[config.mk]
export PLATFORM = sky130hd
export DESIGN_NAME = lag_queue
export DESIGN_NICKNAME = d
export VERILOG_FILES = /design/src/rtl/lag_pkg.sv /design/src/rtl/lag_queue.sv
export SDC_FILE = /design/constraint.sdc
export NUM_CORES = 1
export LEC_CHECK = 0
export BUFFER_PORTS_ARGS = -buffer_cell sky130_fd_sc_hd__buf_2
export CAP_MARGIN = 0
export CORE_AREA = 2 2 39 41
export CTS_CLUSTER_SIZE = 30
export DETAILED_ROUTE_END_ITERATION = 16
export DIE_AREA = 0 0 41 43
export PLACE_DENSITY = 0.37
export SETUP_SLACK_MARGIN = 0.1
export SLEW_MARGIN = 20
export SYNTH_ARGS = -nofsm -noshare
export SYNTH_HDL_FRONTEND = slang
export SYNTH_SLANG_ARGS = --single-unit
export TNS_END_PERCENT = 1
[constraint.sdc]
create_clock -name clk_i -period 2.25 [get_ports clk_i]
set_clock_uncertainty 0.2 [all_clocks]
set_input_delay 0.45 -clock clk_i [delete_from_list [all_inputs] [get_ports clk_i]]
set_output_delay 0.45 -clock clk_i [all_outputs]
set_load 0.02 [all_outputs]
[src/rtl/lag_pkg.sv]
// Shared types, constants and saturation helper for the Laguerre tensor basis.
// Depends on nothing; every rtl file imports it.
package lag_pkg;

  localparam int unsigned MAX_DEGREE_DEF = 4;
  localparam int unsigned FRAC_BITS_DEF  = 16;

  localparam int unsigned VAL_W  = 32;
  localparam int unsigned ORD_W  = 3;
  localparam int unsigned IDX_W  = 6;
  localparam int unsigned CFG_W  = 32;
  localparam int unsigned ADDR_W = 3;

  // register map, index taken from paddr[ADDR_W-1]
  localparam logic [0:0] REG_MAX_DEGREE = 1'b0;
  localparam logic [ORD_W-1:0] MAX_DEGREE_RST = 3'd3;

  localparam int unsigned QUEUE_DEPTH = 2;

  // recurrence divider: clamped magnitude, bits resolved per cycle
  localparam int unsigned MAG_W      = 35;
  localparam int unsigned DIV_STEPS  = 7;
  localparam int unsigned DIV_CYCLES = MAG_W / DIV_STEPS;

  localparam logic signed [63:0] SAT_MAX = 64'sh0000_0000_7FFF_FFFF;
  localparam logic signed [63:0] SAT_MIN = 64'shFFFF_FFFF_8000_0000;

  typedef logic signed [VAL_W-1:0] val_t;

  typedef struct packed {
    val_t first_var;
    val_t second_var;
    val_t third_var;
  } lag_in_t;

  typedef struct packed {
    val_t             basis_value;
    logic [IDX_W-1:0] basis_index;
    logic [ORD_W-1:0] first_order;
    logic [ORD_W-1:0] second_order;
    logic [ORD_W-1:0] third_order;
    logic             saturated;
    logic             last;
  } lag_out_t;

  typedef struct packed {
    logic [IDX_W-1:0] index;
    logic [ORD_W-1:0] a_ord;
    logic [ORD_W-1:0] b_ord;
    logic [ORD_W-1:0] c_ord;
    logic             last;
  } lag_tag_t;

  typedef struct packed {
    val_t val;
    logic flag;
  } sat_t;

  // width of one queue entry: three value sets, their flags, the degree
  function automatic int unsigned entry_width(input int unsigned md);
    return 3 * (md + 1) * (VAL_W + 1) + ORD_W;
  endfunction

  function automatic sat_t sat32(input logic signed [63:0] v);
    sat_t r;
    if (v > SAT_MAX) begin
      r.val  = SAT_MAX[VAL_W-1:0];
      r.flag = 1'b1;
    end else if (v < SAT_MIN) begin
      r.val  = SAT_MIN[VAL_W-1:0];
      r.flag = 1'b1;
    end else begin
      r.val  = v[VAL_W-1:0];
      r.flag = 1'b0;
    end
    return r;
  endfunction

endpackage

[src/rtl/lag_queue.sv]
// Short queue of polynomial sets between front and back.
// Depends on lag_pkg for the default depth.
module lag_queue import lag_pkg::*; #(
  parameter int unsigned WIDTH = 1,
  parameter int unsigned DEPTH = QUEUE_DEPTH
) (
  input  logic             clk_i,
  input  logic             rst_ni,
  input  logic             wr_i,
  input  logic [WIDTH-1:0] wdata_i,
  output logic             full_o,
  input  logic             rd_i,
  output logic [WIDTH-1:0] rdata_o,
  output logic             empty_o
);

  localparam int unsigned PTR_W = $clog2(DEPTH);
  localparam int unsigned CNT_W = $clog2(DEPTH + 1);

  logic [WIDTH-1:0] mem_q [DEPTH];
  logic [PTR_W-1:0] wr_ptr_q, rd_ptr_q;
  logic [CNT_W-1:0] cnt_q;

  assign full_o  = (cnt_q == CNT_W'(DEPTH));
  assign empty_o = (cnt_q == '0);
  assign rdata_o = mem_q[rd_ptr_q];

  always_ff @(posedge clk_i) begin
    if (wr_i) mem_q[wr_ptr_q] <= wdata_i;
  end

  always_ff @(posedge clk_i or negedge rst_ni) begin
    if (!rst_ni) begin
      wr_ptr_q <= '0;
      rd_ptr_q <= '0;
      cnt_q    <= '0;
    end else begin
      if (wr_i) begin
        wr_ptr_q <= (wr_ptr_q == PTR_W'(DEPTH - 1)) ? '0 : wr_ptr_q + PTR_W'(1);
      end
      if (rd_i) begin
        rd_ptr_q <= (rd_ptr_q == PTR_W'(DEPTH - 1)) ? '0 : rd_ptr_q + PTR_W'(1);
      end
      case ({wr_i, rd_i})
        2'b10:   cnt_q <= cnt_q + CNT_W'(1);
        2'b01:   cnt_q <= cnt_q - CNT_W'(1);
        default: ;
      endcase
    end
  end

endmodule

==> results.txt <==
The slowest stage of the critical path is the sky130_fd_sc_hd__dfrtp_1 cell. The hold path depth works out to 1. The count of instances resized after the clock tree is built is 0, and the internal power consumption is 299 uW. Dividing total power by cell area gives a power density of 1270 nW/um2. The number of antenna diodes in the final layout is 0. Yosys printed 0 warnings. The clock network burns 23.8% of the power. The tightest min-delay check is of the in -> reg type.

For this run, the slowest stage of the critical path takes 0.36 ns. Hold-critical path endpoint: mem_q[0]. Number of flip-flops and latches in the synthesized netlist: 6. The post-route netlist has 38.7% of its cells at a drive strength greater than 1. Summed over all nets, the switching power comes to 146 uW. For this run, the number of standard cells in the final layout without fillers is 47.

The clock latency on the worst-skew pair is 0.24 ns, and the number of fillers in the final layout is 152. The number of buffer and inverter instances along the worst setup path came out at 1. Ranked by total cell area, the synthesized netlist is headed by sky130_fd_sc_hd__dfrtp_1, sky130_fd_sc_hd__edfxtp_1, sky130_fd_sc_hd__xor2_1. The core region is 1380 um2. Overall track demand over capacity in global routing: 7.29%.

Fraction of power spent switching nets: 32.9%. The logs give 38 for the number of nets in the finished design and 313 um2 for the post-place instance area. The floorplan step defined a die boundary enclosing 1760 um2.

Setup repair after global routing left no endpoint under its margin. The initial cell density of the core was 18.6%. Setup slack closes at 0.522 ns. Counting I/O delays and the setup requirement, the final critical path takes 1.73 ns. The signal on the critical path passes through mux2_2, buf_2. At the placement stage, the worst setup path has a slack of 0.738 ns. The total wire length came out at 429 um. Before antenna repair, the detailed router went through 2 iterations. Entering global routing, the biggest net connects 5 pins.

Type of the worst setup path: reg -> out. After synthesis the cells add up to 258 um2. Sequential cells account for 44.0% of the total power. Count of H-tree levels built during CTS: 1. The run finished with clean final reports. After layout, the worst path uses 76.8% of the clock period. Of all nets on the critical path, the largest fanout is 2.

The share of the Yosys chip area taken by registers is 62.1%. The number of hold-repair buffers added at the cts stage is 1. The via count of the first global-routing pass is 188.

TritonCTS built the clock tree. In this run the clock root is driven by a sky130_fd_sc_hd__clkbuf_4. In this run the post-CTS setup repair buffer count came out at 0. Adding up every negative setup slack in the final design gives 0 ns. The tool flagged a number of max-cap violations equal to 0.

In this run, placement finished with an instance count of 42. At the end of the flow the core is filled with cells to 25.2%. Setup violations remaining at the end of the flow were counted as 0. In this run the core area contains 14 standard-cell rows. The run gives 169 as the number of vias in the routed layout. The finished cells cover 349 um2. The top-area cell type share of the netlist area came out at 38.8%. The tools report the number of nets in the synthesized netlist as 25. Derived from the worst setup path, the maximum achievable clock frequency is 579 MHz. The run gives 1.08 ns as the worst path arrival time. The kind of launch point of the worst setup path is a flop.

The hold violation total from the final report is 0, and the pin slew with the least headroom to its limit is 0.155 ns. The die height was 43 um. In the final routed layout, each cell accounts on average for 9.13 um.

A synthesized cell averages 13.6 um2. Across all register-to-register paths, the minimum setup slack is 1.14 ns. STA classifies the critical path endpoint as an output pin. The maximum buffer depth of the clock tree was 2; the count of cells along the worst register-to-register path was 3.

The startpoint of the most critical setup path was rd_ptr_q. The tools report the required time of the critical path as 1.60 ns. After detailed routing, the number of remaining DRC violations is 0. End of the worst register-to-register path: cnt_q[1]. The top cell type by total area after synthesis is sky130_fd_sc_hd__dfrtp_1.

CTS clock-pin slew for the worst setup and hold paths: 0.05 ns. The average via count per standard cell is 3.60. The unique cell type count in the Yosys netlist came out at 10. The leakage component of the power was 0.162 nW. The worst min-delay path startpoint was wdata_i. The worst register-to-register path begins at cnt_q[0]. Grouping stages by cell kind, the critical path spends the most delay in flip-flops. The max-slew headroom at the worst pin was 89.6%; the number of buffers added on ports was 7. The logs give 0 for the remaining number of nets flagged by the antenna check after routing and 0 for the final global-route overflow total. The global-route wire length before repair came out at 703 um. Relative to the synthesized area, the layout overhead comes to 35.4%.

The final count of pins violating max slew is 0. The number of design-rule violations left by the first detailed-router iteration was 1; the initial antenna violation count was 0. The tools report the count of pins on the block boundary as 8. The worst-case IR drop observed on VDD is 261 uV. The placer congestion estimate is 0.592, and the chip width is 41 um.

After technology mapping, the gate count stands at 19. Of the total power, combinational logic draws 32.2%. The CTS buffer count was 3; the count of clock tree sinks was 6.
==> metrics by stage <==
step           total power [mW]  hold WS [ns]
2_1_floorplan             0.298       -0.0456
5_1_grt                   0.484         0.179
4_1_cts                   0.457         0.183
3_3_place_gp              0.337        0.0628
3_5_place_dp              0.343        0.0637
6_report                  0.445         0.193
==> state kept, by name, summed over array words and instances, names as in the netlist <==
register and flops:
rd_ptr_q 1, mem_q 2, wr_ptr_q 1, cnt_q 2
==> how the worst max path moves through the flow <==
stage / endpoint / depth (start not counted)
floorplan: rdata_o / 1
global placement: rdata_o / 2
detailed placement: cnt_q[1] / 5
CTS: rdata_o / 2
global route: rdata_o / 2
finish: rdata_o / 2
==> cell families (layout without fill, tap and decap cells) <==
family                     after synthesis  after routing  synth area share [%]
and+or+nand+nor                          5              5                  10.2
xor gates and xnor gates                 5              5                  17.0
buffers and inverters                    1             13                  1.45
muxes                                    1              1                  4.37
DFF                                      6              6                  62.1
adders and majority gates                1              1                  4.85
==> cells in the mapped netlist <==
| cell type | count |
|---|---|
| sky130_fd_sc_hd__xor2_1 | 3 |
| sky130_fd_sc_hd__inv_1 | 1 |
| sky130_fd_sc_hd__and2b_2 | 1 |
| sky130_fd_sc_hd__ha_1 | 1 |
| sky130_fd_sc_hd__nor2_1 | 3 |
| sky130_fd_sc_hd__dfrtp_1 | 4 |
| sky130_fd_sc_hd__mux2_2 | 1 |
| sky130_fd_sc_hd__xnor2_1 | 2 |
| sky130_fd_sc_hd__and2_1 | 1 |
| sky130_fd_sc_hd__edfxtp_1 | 2 |
==> worst reg2reg max path, stage by stage (launching register included) <==
cell                      delay (ns)
sky130_fd_sc_hd__dfrtp_1        0.41
sky130_fd_sc_hd__xnor2_1        0.18
sky130_fd_sc_hd__nor2_1         0.07
sky130_fd_sc_hd__xor2_1         0.13
==> cell type report <==
class / count / area, um2 / share of cell area, %
flip-flops and latches: 6 / 160 / 45.9
repair buffers: 8 / 45.0 / 12.9
inverters: 1 / 3.75 / 1.08
multi-input cells: 12 / 93.8 / 26.9
clock buffers: 4 / 26.3 / 7.53
well taps: 16 / 20.0 / 5.73
==> layer usage <==
metal	up-vias	wire length, um	global-route usage (%)
li1	84	-	-
met1	79	170	4.95
met2	4	225	9.38
met3	2	24	4.71
met4	0	8	12.0
met5	-	0	0
==> cell usage in the layout, fill, tap and decap left out <==
master,count
sky130_fd_sc_hd__buf_2,7
sky130_fd_sc_hd__dfrtp_1,4
sky130_fd_sc_hd__nor2_1,3
sky130_fd_sc_hd__xor2_1,3
sky130_fd_sc_hd__clkbuf_4,3
sky130_fd_sc_hd__xnor2_1,2
sky130_fd_sc_hd__edfxtp_1,2
sky130_fd_sc_hd__inv_1,1
sky130_fd_sc_hd__and2_1,1
sky130_fd_sc_hd__and2b_2,1
sky130_fd_sc_hd__mux2_2,1
sky130_fd_sc_hd__ha_1,1
sky130_fd_sc_hd__clkbuf_1,1
sky130_fd_sc_hd__dlygate4sd3_1,1
==> power by group through the flow <==
stage / clock (mW) / sequential, mW / combinational [mW]
finish: 0.106 / 0.196 / 0.143
global route: 0.122 / 0.203 / 0.159
CTS: 0.113 / 0.197 / 0.147
detailed placement: 0 / 0.199 / 0.144
global placement: 0 / 0.196 / 0.141
floorplan: 0 / 0.190 / 0.108
(Power assumes the default switching activity.)
